$ cat src/asrd_pkg.sv
package asrd_pkg;

  localparam int RAW_W         = 12;
  localparam int OUT_W         = 16;
  localparam int DZ_W          = 16;
  localparam int CFG_W         = 16;
  localparam int CFG_IDX_W     = 3;
  localparam int FRAC_BITS_DEF = 14;

  typedef enum logic [CFG_IDX_W-1:0] {
    CFG_X_MIN    = 3'd0,
    CFG_X_CENTER = 3'd1,
    CFG_X_MAX    = 3'd2,
    CFG_Y_MIN    = 3'd3,
    CFG_Y_CENTER = 3'd4,
    CFG_Y_MAX    = 3'd5,
    CFG_INNER_DZ = 3'd6,
    CFG_OUTER_DZ = 3'd7
  } cfg_idx_t;

  localparam logic [RAW_W-1:0] MIN_RST    = 12'd0;
  localparam logic [RAW_W-1:0] CENTER_RST = 12'd2048;
  localparam logic [RAW_W-1:0] MAX_RST    = 12'd4095;
  localparam logic [DZ_W-1:0]  INNER_RST  = 16'd9830;
  localparam logic [DZ_W-1:0]  OUTER_RST  = 16'd6554;

  typedef struct packed {
    logic [RAW_W-1:0] raw_x;
    logic [RAW_W-1:0] raw_y;
  } in_t;

  typedef struct packed {
    logic signed [OUT_W-1:0] out_x;
    logic signed [OUT_W-1:0] out_y;
    logic                    in_dead_zone;
  } out_t;

endpackage

$ cat src/asrd_scale_lane.sv
module asrd_scale_lane #(
  parameter int FRAC_BITS = asrd_pkg::FRAC_BITS_DEF
) (
  input  logic                              clk,
  input  logic                              rst_n,
  input  logic                              in_valid,
  output logic                              in_ready,
  input  logic [FRAC_BITS:0]                a,
  input  logic                              neg,
  input  logic [FRAC_BITS:0]                norm,
  input  logic [FRAC_BITS:0]                mag,
  input  logic                              dead,
  output logic                              out_valid,
  input  logic                              out_ready,
  output logic signed [asrd_pkg::OUT_W-1:0] out_val,
  output logic                              out_dead
);

  localparam int F  = FRAC_BITS;
  localparam int NS = F + 2;
  localparam int PW = 2 * F + 2;
  localparam int VW = (F + 2 > asrd_pkg::OUT_W) ? F + 2 : asrd_pkg::OUT_W;
  localparam logic [F:0] ONE = {1'b1, {F{1'b0}}};

  typedef struct packed {
    logic [PW-1:0] prod;
    logic [F:0]    mag;
    logic [F:0]    rem;
    logic [F-1:0]  quo;
    logic          neg;
    logic          dead;
    logic          sat;
  } scl_st_t;

  scl_st_t       st_r   [NS];
  scl_st_t       st_nxt [NS];
  logic [NS-1:0] v_r;
  logic [NS-1:0] v_in;
  logic [NS:0]   rdy;

  always_comb begin
    st_nxt[0]      = '0;
    st_nxt[0].prod = PW'(a * norm);
    st_nxt[0].mag  = mag;
    st_nxt[0].neg  = neg;
    st_nxt[0].dead = dead;
  end

  // The axis never exceeds the magnitude, so the quotient is at most one.
  always_comb begin
    st_nxt[1]     = st_r[0];
    st_nxt[1].sat = (st_r[0].prod >= {1'b0, st_r[0].mag, {F{1'b0}}});
    st_nxt[1].rem = st_r[0].prod[2*F:F];
    st_nxt[1].quo = '0;
  end

  for (genvar k = 2; k < NS; k++) begin : g_div
    localparam int J = k - 2;
    logic [F+1:0] rem2;
    assign rem2 = {st_r[k-1].rem, st_r[k-1].prod[F-1-J]};
    always_comb begin
      st_nxt[k] = st_r[k-1];
      if (rem2 >= {1'b0, st_r[k-1].mag}) begin
        st_nxt[k].rem = (F+1)'(rem2 - {1'b0, st_r[k-1].mag});
        st_nxt[k].quo = {st_r[k-1].quo[F-2:0], 1'b1};
      end else begin
        st_nxt[k].rem = rem2[F:0];
        st_nxt[k].quo = {st_r[k-1].quo[F-2:0], 1'b0};
      end
    end
  end

  assign v_in = {v_r[NS-2:0], in_valid};

  always_comb begin
    rdy[NS] = out_ready;
    for (int k = NS - 1; k >= 0; k--) begin
      rdy[k] = !v_r[k] || rdy[k+1];
    end
  end

  always_ff @(posedge clk) begin
    if (!rst_n) begin
      v_r <= '0;
    end else begin
      for (int k = 0; k < NS; k++) begin
        if (rdy[k]) begin
          v_r[k] <= v_in[k];
        end
      end
    end
  end

  always_ff @(posedge clk) begin
    for (int k = 0; k < NS; k++) begin
      if (rdy[k]) begin
        st_r[k] <= st_nxt[k];
      end
    end
  end

  logic [F:0]    res;
  logic [VW-1:0] res_ext;
  logic [VW-1:0] val;

  always_comb begin
    if (st_r[NS-1].dead) begin
      res = '0;
    end else if (st_r[NS-1].sat) begin
      res = ONE;
    end else begin
      res = {1'b0, st_r[NS-1].quo};
    end
  end

  assign res_ext   = VW'(res);
  assign val       = st_r[NS-1].neg ? (~res_ext + VW'(1)) : res_ext;
  assign out_val   = val[asrd_pkg::OUT_W-1:0];
  assign out_dead  = st_r[NS-1].dead;
  assign in_ready  = rdy[0];
  assign out_valid = v_r[NS-1];

endmodule

$ cat config.mk
export PLATFORM = sky130hd
export DESIGN_NAME = asrd_scale_lane
export DESIGN_NICKNAME = d
export VERILOG_FILES = /design/src/asrd_pkg.sv /design/src/asrd_scale_lane.sv
export SDC_FILE = /design/constraint.sdc
export NUM_CORES = 2
export LEC_CHECK = 0
export ABC_AREA = 0
export BUFFER_PORTS_ARGS = -buffer_cell sky130_fd_sc_hd__buf_2
export CAP_MARGIN = 25
export CORE_MARGIN = 2
export CORE_UTILIZATION = 60
export DETAILED_ROUTE_END_ITERATION = 10
export HOLD_SLACK_MARGIN = 0.05
export PLACE_DENSITY = 0.83
export SYNTH_ARGS = -nofsm -noshare
export SYNTH_HDL_FRONTEND = slang
export SYNTH_SLANG_ARGS = --single-unit
$ cat constraint.sdc
create_clock -name clk -period 9.24 [get_ports clk]
set_clock_uncertainty 0.1 [all_clocks]
set_input_delay 1.848 -clock clk [delete_from_list [all_inputs] [get_ports clk]]
set_output_delay 1.848 -clock clk [all_outputs]
set_load 0.03 [all_outputs]
### After elaboration in Yosys (flattened, before gate mapping)

Memories as Yosys holds them, arrays and structs flattened.
Cells that the tools add are included.
W data, S select, Z words.

| storage, ports and cells | value |
|---|---|
| memories kept | 1 |
| register bits after elaboration | 16 |
| bits in writable memories | 1232 |
| input bits | 51 |

| operators by class | value |
|---|---|
| bitwise operators | 1 |
| order comparisons | 15 |
| reduce and logical (&&, ||, !) cells | 32 |
| multipliers | 1 |
| mux-type cells | 49 |
| add/sub/neg operators | 15 |

Memory list:

| memory | depth | bits a word | rd ports | clocked after memory_dff | wr ports | line | RTL |
|---|---|---|---|---|---|---|---|
| st_r | 16 | 77 | 16 | 0 | 16 | asrd_scale_lane.sv:35 | `scl_st_t st_r [NS];` |

Operator list:

| operator | number |
|---|---|
| $mux W29 | 14 |
| $ge A16 B15 Y1 | 14 |
| $sub A15 B15 Y15 | 14 |
| $mux W1 | 32 |
| $ge A30 B29 Y1 | 1 |
| $mul A15 B15 Y30 | 1 |
| $mux W15 | 2 |
| $add A16 B1 Y16 const B | 1 |
| $logic_not A1 Y1 | 16 |
| $logic_or A1 B1 Y1 | 16 |
| $mux W16 | 1 |
| $not A15 Y16 | 1 |

### Depth between registers and ports, before layout

| depth | value |
|---|---|
| word-level depth | 19 |
| mapped depth | 23 |

### Worst setup path before layout

No wires, ideal clock.

| timing path | value |
|---|---|
| path kind | input -> register |
| from | in norm[14] |
| to | mem st_r[0][74] (netlist name) (data pin) |
| stages on the path | 20 |
| arrival time | 7205 ps |
| path slack | 1676 ps |
| setup time | 259 ps |
| cell sequence | clkbuf_1 nand2_1 fa_1 fa_1 inv_1 fa_1 fa_1 fa_1 inv_1 fa_1 inv_1 ha_1 clkbuf_1 o21a_1 o21a_1 o221ai_1 o21ai_1 a211oi_2 nor4bb_1 a211o_1 |

RTL lines:

| what | line | RTL |
|---|---|---|
| start: declaration | asrd_scale_lane.sv:10 | `input logic [FRAC_BITS:0] norm,` |
| end: declaration | asrd_scale_lane.sv:35 |  |

==> metrics <==
status=complete, no violations; HPWL after detailed placement=about 62000 um; register area share after synthesis=0.510; vias per cell=5.73; most frequent cells in the layout=edfxtp_1, inv_1, ha_1; wire length per cell=between 15 and 20 um; CP startpoint=norm[5]; antenna violations before repair=0; CP Cell Sequence=buf_2, and2_1, fa_1, inv_1, fa_1, inv_1, fa_1, fa_1, fa_1, inv_1, fa_1, inv_1, ha_1, a21o_1, a21o_1, o221ai_1, o21ai_1, a211oi_2, nor4bb_1, a211o_1; number of synthesized register bits=around 740; leading area contributor after synthesis=edfxtp_1; Yosys cell types=around 90; CP Data Required Time=roughly 9.5 ns; DRC viols=0; DRT antenna net count=0; ant diodes=0; clk root buf=clkbuf_16; Synth Cell Area=between 40000 and 50000 um^2; Synth top area share=0.503; GR Util All Layers=0.229; CP most frequent cell=fa_1; die footprint=74000 um^2; maximum fanout along the worst path=15; RSZ-0062 raised after global routing=no; mean post-synth cell area=12.0 um^2; Initial DRT Pass Iterations=6; first-pass GRT wire length=roughly 140000 um; Ys Warns=0; Primary FF master, synth=edfxtp_1; Synthesized Nets=about 4200; Clock Sink Count=roughly 740; Clk pin slew, worst setup/hold paths=0.06 ns; vias in the first global route=around 28000; Core ar.=71200 um^2; H-tree levels=3; total power=around 18 mW; Max Cap Viol=0; Hold Path Origin=st_r[1][1]; Least-Margin Pin Slew=around 0.97 ns; Initial Util=0.605; period utilization=0.789; Mapped Cells=between 3000 and 4000; layout cells sized above 1=0.0867; post-cts resize count=0; Top delay family on crit path=adder cells; Area contributors post-synth=edfxtp_1, ha_1, fa_1; final-report hold violation count=0; final global-route overflow total=0; Peak VDD IR=roughly 0.46 mV; FP Rows=around 100; CTS max path bufs=3; Num CTS Buffers=77; vias=between 20000 and 30000; startpoint types=input pin; CP max-delay cell=fa_1; CP Class=in2reg; Max-slew headroom=0.349; Hold-fix buffers, CTS=0; RD Place Congestion=between 0.9 and 1; EDFF count, synth=between 700 and 800; pin count of the biggest net entering global routing=50; commonest non-fill, non-tap cell in the layout=edfxtp_1; post-CTS setup buffers=0; fin crit period=between 7 and 8 ns; fmax=about 140 MHz; Total Routed Length=between 80000 and 90000 um; Hold Path Class=reg2reg; CP Capture Type=register; share of the core filled with cells=0.660; Clk Latency, worst-skew pair=0.63 ns; pwr/cell area=378 nW/um^2; CTS tree=yes; CP Data Arrival Time=approximately 7.6 ns; number of max-slew violations in the final report=0; io pins=70; PortBufs=69; Final nets=4246; crit path buf inv count=5; FFs w/ async S/R, synth=0; RR Startpoint=v_r[15]; Max stage delay on crit path=about 0.54 ns; Die W=about 270 um; Iter 0 DRT Violations=around 1700; Finish-stage setup viols=0; P_leak=~20 nW; Final TNS setup=0 ns; Layout area overhead=9.11%; height of the chip=~270 um
[sequential cells by signal, indices dropped and copies added (netlist names)]
name	flops
st_r	722
v_r	16
[cell usage after synthesis, types with 19 or more instances]
cell      count
edfxtp_1    722
inv_1       514
ha_1        320
nand2_1     283
fa_1        180
and2_1      152
a21oi_1     138
o21ai_0     134
nor2_1      117
xnor2_1      97
mux2_2       71
a21o_1       69
o21a_1       67
nor3_1       62
xor2_1       56
nand3_1      53
clkbuf_1     50
nand2b_1     39
a211oi_1     38
nand4_1      36
nor2b_1      33
o31ai_1      33
a31oi_1      26
nor4_1       22
and3_1       21
o21bai_1     19
[kinds of logic (layout without fill, tap and decap cells)]
family / Yosys count / after routing / share of synthesized area
simple gates: 870 / 870 / 0.101
flops: 738 / 738 / 0.510
compound gates: 645 / 645 / 0.100
buf+inv: 590 / 749 / 0.0533
fa+ha+maj: 500 / 500 / 0.177
xor+xnor: 153 / 153 / 0.0311
mux: 103 / 103 / 0.0272
[cell type report]
class / instances / area, um^2
clock buffers: 99 / 2040
clock inverters: 43 / 440
fillers: 5038 / 24200
inverters: 516 / 1940
multi-input cells: 2271 / 18800
flip-flops and latches: 738 / 22000
well taps: 950 / 1190
repair buffers: 91 / 598
[worst paths after layout]
path / endpoint / slack [ns] / cells past startpoint
hold / removal: st_r[1][78] / 0.31 / 0
setup reg to reg: st_r[0][54] / 5.06 / 11
hold reg to reg: st_r[1][78] / 0.31 / 0
setup / recovery: st_r[0][74] / 1.95 / 20
[metrics by stage]
stage                     cell area, um^2  instances  hold slack (ns)  setup slack (ns)
after global routing                47000       4708            0.306              1.66
after CTS                           46900       4704            0.299              1.96
after global placement              44400       4559            0.301              1.40
after detailed placement            44500       4562            0.305              1.30
after floorplan                     43100       3599            0.300              1.68
final                               47000       4708            0.310              1.95
[power by group]
| part | switching, mW | internal, mW |
|---|---|---|
| sequential | 0.536 | 5.35 |
| combinational | 5.06 | 3.87 |
| clock | 1.30 | 1.68 |
| total | 6.89 | 10.9 |
[layer usage]
| layer | wire length [um] | GRT usage | vias to the layer above |
|---|---|---|---|
| li1 | - | - | 12907 |
| met1 | 30700 | 0.248 | 13159 |
| met2 | 46700 | 0.450 | 683 |
| met3 | 2900 | 0.0312 | 215 |
| met4 | 3000 | 0.0862 | 0 |
| met5 | 0 | 0 | - |
Power figures use the tool's default switching activity.
