[src/asrd_pkg.sv]
package asrd_pkg;

  localparam int RAW_W         = 12;
  localparam int OUT_W         = 16;
  localparam int DZ_W          = 16;
  localparam int CFG_W         = 16;
  localparam int CFG_IDX_W     = 3;
  localparam int FRAC_BITS_DEF = 14;

  typedef enum logic [CFG_IDX_W-1:0] {
    CFG_X_MIN    = 3'd0,
    CFG_X_CENTER = 3'd1,
    CFG_X_MAX    = 3'd2,
    CFG_Y_MIN    = 3'd3,
    CFG_Y_CENTER = 3'd4,
    CFG_Y_MAX    = 3'd5,
    CFG_INNER_DZ = 3'd6,
    CFG_OUTER_DZ = 3'd7
  } cfg_idx_t;

  localparam logic [RAW_W-1:0] MIN_RST    = 12'd0;
  localparam logic [RAW_W-1:0] CENTER_RST = 12'd2048;
  localparam logic [RAW_W-1:0] MAX_RST    = 12'd4095;
  localparam logic [DZ_W-1:0]  INNER_RST  = 16'd9830;
  localparam logic [DZ_W-1:0]  OUTER_RST  = 16'd6554;

  typedef struct packed {
    logic [RAW_W-1:0] raw_x;
    logic [RAW_W-1:0] raw_y;
  } in_t;

  typedef struct packed {
    logic signed [OUT_W-1:0] out_x;
    logic signed [OUT_W-1:0] out_y;
    logic                    in_dead_zone;
  } out_t;

endpackage

[src/asrd_axis_lane.sv]
module asrd_axis_lane #(
  parameter int FRAC_BITS = asrd_pkg::FRAC_BITS_DEF
) (
  input  logic                       clk,
  input  logic                       rst_n,
  input  logic                       in_valid,
  output logic                       in_ready,
  input  logic [asrd_pkg::RAW_W-1:0] raw,
  input  logic [asrd_pkg::RAW_W-1:0] lo,
  input  logic [asrd_pkg::RAW_W-1:0] ce,
  input  logic [asrd_pkg::RAW_W-1:0] hi,
  output logic                       out_valid,
  input  logic                       out_ready,
  output logic [FRAC_BITS:0]         out_mag,
  output logic                       out_neg
);

  localparam int RW = asrd_pkg::RAW_W;
  localparam int NS = FRAC_BITS + 1;
  localparam logic [FRAC_BITS:0] ONE = {1'b1, {FRAC_BITS{1'b0}}};

  typedef struct packed {
    logic [RW:0]          rem;
    logic [RW-1:0]        den;
    logic [FRAC_BITS-1:0] quo;
    logic                 zero;
    logic                 sat;
    logic                 neg;
  } lane_st_t;

  lane_st_t      st_r   [NS];
  lane_st_t      st_nxt [NS];
  logic [NS-1:0] v_r;
  logic [NS-1:0] v_in;
  logic [NS:0]   rdy;
  logic [RW-1:0] v_clamp;
  logic [RW-1:0] num;
  logic [RW-1:0] den;

  // Clamp is taken low first, as the calibration may place min above max.
  always_comb begin
    v_clamp = raw;
    if (raw < lo) begin
      v_clamp = lo;
    end else if (raw > hi) begin
      v_clamp = hi;
    end
  end

  always_comb begin
    st_nxt[0] = '0;
    if (v_clamp >= ce) begin
      num            = v_clamp - ce;
      den            = hi - ce;
      st_nxt[0].zero = (hi <= ce);
      st_nxt[0].neg  = 1'b0;
    end else begin
      num            = ce - v_clamp;
      den            = ce - lo;
      st_nxt[0].zero = (ce <= lo);
      st_nxt[0].neg  = 1'b1;
    end
    st_nxt[0].rem = {1'b0, num};
    st_nxt[0].den = den;
    // A numerator at or above the span yields a quotient of at least one.
    st_nxt[0].sat = (num >= den);
  end

  for (genvar k = 1; k < NS; k++) begin : g_div
    logic [RW:0] rem2;
    assign rem2 = {st_r[k-1].rem[RW-1:0], 1'b0};
    always_comb begin
      st_nxt[k] = st_r[k-1];
      if (rem2 >= {1'b0, st_r[k-1].den}) begin
        st_nxt[k].rem = rem2 - {1'b0, st_r[k-1].den};
        st_nxt[k].quo = {st_r[k-1].quo[FRAC_BITS-2:0], 1'b1};
      end else begin
        st_nxt[k].rem = rem2;
        st_nxt[k].quo = {st_r[k-1].quo[FRAC_BITS-2:0], 1'b0};
      end
    end
  end

  assign v_in = {v_r[NS-2:0], in_valid};

  always_comb begin
    rdy[NS] = out_ready;
    for (int k = NS - 1; k >= 0; k--) begin
      rdy[k] = !v_r[k] || rdy[k+1];
    end
  end

  always_ff @(posedge clk) begin
    if (!rst_n) begin
      v_r <= '0;
    end else begin
      for (int k = 0; k < NS; k++) begin
        if (rdy[k]) begin
          v_r[k] <= v_in[k];
        end
      end
    end
  end

  always_ff @(posedge clk) begin
    for (int k = 0; k < NS; k++) begin
      if (rdy[k]) begin
        st_r[k] <= st_nxt[k];
      end
    end
  end

  assign in_ready  = rdy[0];
  assign out_valid = v_r[NS-1];
  assign out_neg   = st_r[NS-1].neg;

  always_comb begin
    if (st_r[NS-1].zero) begin
      out_mag = '0;
    end else if (st_r[NS-1].sat) begin
      out_mag = ONE;
    end else begin
      out_mag = {1'b0, st_r[NS-1].quo};
    end
  end

endmodule

[config.mk]
export PLATFORM = sky130hd
export DESIGN_NAME = asrd_axis_lane
export DESIGN_NICKNAME = d
export VERILOG_FILES = /design/src/asrd_pkg.sv /design/src/asrd_axis_lane.sv
export SDC_FILE = /design/constraint.sdc
export NUM_CORES = 1
export LEC_CHECK = 0
export ABC_AREA = 1
export BUFFER_PORTS_ARGS = -buffer_cell sky130_fd_sc_hd__buf_2
export CAP_MARGIN = 20
export CORE_UTILIZATION = 50
export DETAILED_ROUTE_END_ITERATION = 8
export PLACE_DENSITY_LB_ADDON = 0.25
export SYNTH_ARGS = -nofsm -noshare
export SYNTH_HDL_FRONTEND = slang
export SYNTH_SLANG_ARGS = --single-unit
[constraint.sdc]
create_clock -name clk -period 8.91 [get_ports clk]
set_input_delay 1.782 -clock clk [delete_from_list [all_inputs] [get_ports clk]]
set_output_delay 1.782 -clock clk [all_outputs]
set_load 0.01 [all_outputs]
Yosys cells after proc, flatten, opt, wreduce, memory -nomap -nowiden
Memory sizes are Yosys's and may differ from the RTL's.
Cells that the tools add are included.
- RAM bits: 630
- register bits after elaboration: 15
- output and inout port bits: 18
- memories kept: 1
- input bits: 52
- reductions and logical operators: 30
- multiplexer cells: 66
- add/sub/neg operators: 18
- magnitude comparators: 20
- memories (name ; depth ; bits a word ; rd ports ; clocked after Yosys merged registers in ; wr ports ; RTL line ; text):
    st_r ; 15 ; 42 ; 15 ; 0 ; 15 ; asrd_axis_lane.sv:31 ; lane_st_t st_r [NS];
- operator list (operator ; number):
    >= comparator 13 x 12 -> 1 bit ; 14
    2-to-1 mux 13 bit ; 14
    subtractor 13 x 12 -> 13 bit ; 14
    2-to-1 mux 12 bit ; 4
    subtractor 12 bit ; 4
    2-to-1 mux 1 bit ; 46
    2-to-1 mux 15 bit ; 2
    >= comparator 12 bit ; 2
    <= comparator 12 bit ; 2
    zero test 1 bit ; 15
    logical OR 1 bit ; 15
    > comparator 12 bit ; 1
    < comparator 12 bit ; 1

Logic depth before layout (Yosys ltp)
- depth in word-level cells: 18
- gate-level depth with buffers: 34
- depth with buffers taken out: 32

Worst setup path before layout
Ideal clock, no wire load.
- path kind: input-to-output
- start point: in out_ready
- end point: out in_ready
- stages on the path: 8
- arrival time: 4.469 ns
- data required time: 7.128 ns
- path slack: 2.659 ns
- path through: inv_1 -> nand4_4 -> nor2_4 -> nand4_4 -> nor2_4 -> nand4_4 -> nor2_8 -> nand4_4
- word-level cells in the longest chain between the ends: 15
- ends and longest elaborated chain (what ; RTL line ; text):
    start, declared ; asrd_axis_lane.sv:13 ; input logic out_ready,
    logical OR 1 bit (3 in a row) ; asrd_axis_lane.sv:89 ; rdy[k] = !v_r[k] || rdy[k+1];
    via rdy[12] ; asrd_axis_lane.sv:35 ; logic [NS:0] rdy;
    logical OR 1 bit (4 in a row) ; asrd_axis_lane.sv:89 ;
    via rdy[8] ; asrd_axis_lane.sv:35 ;
    logical OR 1 bit (4 in a row) ; asrd_axis_lane.sv:89 ;
    via rdy[4] ; asrd_axis_lane.sv:35 ;
    logical OR 1 bit (4 in a row) ; asrd_axis_lane.sv:89 ;
    end, declared ; asrd_axis_lane.sv:7 ; output logic in_ready,
The timed path passes the listed nets, and every way through them passes these cells.

Worst setup path after layout
Same ends and word-level chain as after synthesis.

==> results.cfg <==
[critical_path]
critPathMaxStageDelay_ns = 0.57
critical_path_buf_inv_count = 4
worstPathRequired_ns = 7.13
critical_path.most_common_cell = nand4_4
crit_path_max_fanout = 41
worstSetupStartpointType = input pin
crit_chain = buf_2 > inv_1 > nand4_4 > nor2_4 > nand4_4 > buf_4 > nor2_4 > nand4_4 > nor2_8 > nand4_4 > buf_2
cp-end-kind = output port
critPathSlowestCell = nand4_4
critical_path_class = in2out
crit_family = simple AND/OR/NAND/NOR gates
crit_arrival_ns = 5.23

[clocking]
cts_buffers = 52
ctsResizeCount = 0
h-tree-depth = 2
cts_buffer_depth = 3
cts_setup_buffers = 0
hold_buffers = 0
cts_root_buf = clkbuf_16
cts_sinks = 501
cts_tree = done
clk_latency_ns = 0.61
clk_pin_slew_ns = 0.06

[global_route]
first_global_vias = 19248
grt_antenna_before_repair = 0
grt_usage = 0.2070
grt_overflow_total = 0
grt_pass1_wl_mm = 95.06
grt_start_max_net_pins = 42

[power]
p_int_uw = 7655
power.total_uw = 12670
combPwrFrac = 0.451
powerDensity_nw_per_um2 = 405.0
power_switching_uw = 5017
power_frac_seq = 0.370
p_leak_uw = 0.01437
p_sw_frac = 0.3959
peakVddDrop_mv = 0.2043
clkPwrFrac = 0.180

[floorplanning]
start_util = 0.5099
rows = 86
die_area_sq_um = 57470
fp.dieH_um = 239.7
core_sq_um = 55420
ios = 70
die_w_um = 239.7

[layout]
layout_common_cells = nand2_1, edfxtp_1, inv_1
drive_gt1_frac = 0.07121
nets = 3223
antenna_cells = 0
layout_commonest_cell = nand2_1
area_delta_synth_final_pct = 10.72

[detailed_routing]
num_vias = 19324
wl_per_cell_um = 15.67
route.detailed.drc = 0
first_iter_violations = 1126
viasPerCell = 5.227
dr.pass1.iters = 5
drtAntennaViolNets = 0
wirelength_mm = 57.95

[hold_path]
holdCritPathClass = reg2reg

[yosys]
netlist_area_sq_um = 28260
synthCells = 2808
ys_seq_elements = 501
synth_area_per_cell_sq_um = 10.06
ys_seq_area_frac = 0.5271
yosysUniqueCellTypes = 45
yosysWarnings = 0
synth_fp_nets = 3126

[timing]
fmax_mhz = 142.6
rsz0062_at_grt = false
fin_worst_skew_ns = 0.04347
hold_viol_final = 0
fin_tns_setup_ns = 0
setup_viol = 0
fin_crit_ns = 7.013
worst_pin_slew_ns = 0.9395
slew_headroom = 0.3729
finalCritPeriodShare = 0.7871
slew_viol_final = 0

[placed_design]
gp_congestion = 0.9007
port_buffers = 69
hpwl_mm = 45.42

[run_status]
outcome = finished clean

[flow_run]
cap_viol_max_count = 0
sequential cells by signal, summed over array words and instances (netlist names):
register  flops
st_r        486
v_r          15
layer usage:
metal,share of wire,wire length [um],track usage
met5,0,0,0
met4,0.034,1974,0.07517
met3,0.041,2398,0.02916
met2,0.48,28050,0.3642
met1,0.44,25520,0.2579
power by group through the flow:
stage,Clock [uW],Combinational [uW],Sequential (uW)
2_1_floorplan,0,4460,4410
3_3_place_gp,0,5530,4720
3_5_place_dp,0,5640,4740
4_1_cts,2330,5690,4700
5_1_grt,2430,6510,4800
6_report,2280,5710,4680
worst paths after layout:
| path | startpoint | endpoint | slack (ns) | depth (start not counted) |
|---|---|---|---|---|
| setup reg to reg | v_r[14] | st_r[0][82] | 4.93 | 8 |
| hold reg to reg | st_r[1][210] | st_r[1][252] | 0.38 | 0 |
| hold / removal | st_r[1][210] | st_r[1][252] | 0.38 | 0 |
| setup / recovery | out_ready | in_ready | 1.90 | 11 |
layout make-up:
class | count | area, sq um
clock buffers | 69 | 1445
clock inverters | 29 | 402.9
fillers | 4652 | 24130
inverters | 450 | 1689
multi-input cells | 1821 | 11480
flip-flops and latches | 501 | 14890
well taps | 748 | 935.9
repair buffers | 79 | 440.4
kinds of logic (layout without fill, tap and decap cells):
group	Yosys count	in the layout	synth area share
simple gates	883	883	0.1358
compound gates	524	524	0.1020
flops	501	501	0.5271
buf+inv	486	627	0.06686
fa+ha+maj	266	266	0.1223
xor+xnor	148	148	0.04587
cells in the mapped netlist, drive strengths merged:
cell type	count	area, sq um
nand2	524	1969
edfxtp	486	14590
inv	450	1689
ha	249	3115
o21ai	239	1196
a21oi	186	945.9
nor2	149	590.6
nand3	104	560.5
xor2	81	709.4
xnor2	67	586.8
nand4	60	435.4
a21o	28	210.2
buf	24	147.7
a31oi	22	137.6
fa	17	340.3
nor3	17	85.08
dfxtp	15	300.3
or2	15	93.84
nand3b	13	97.59
a21boi	12	90.09
clkbuf	12	52.55
a211o	7	61.31
a221oi	7	61.31
o21a	6	45.04
o21bai	6	45.04
a211oi	5	37.54
a2111oi	1	8.760
a31o	1	8.760
and3	1	6.260
o211ai	1	7.510
o221a	1	11.26
o31ai	1	7.510
o41ai	1	8.760
per-stage QoR:
step	cell area [sq um]	std cells	setup WS, ns	hold WS, ns	util
after floorplan	28260	2808	2.659	0.4003	-
after global placement	29410	3598	1.833	0.4007	0.5307
after detailed placement	29410	3598	1.666	0.4045	0.5307
after CTS	31260	3696	1.806	0.3867	0.5641
after global routing	31290	3697	1.553	0.4000	0.5646
final	31290	3697	1.897	0.3846	0.5646
Power figures use the tool's default switching activity.
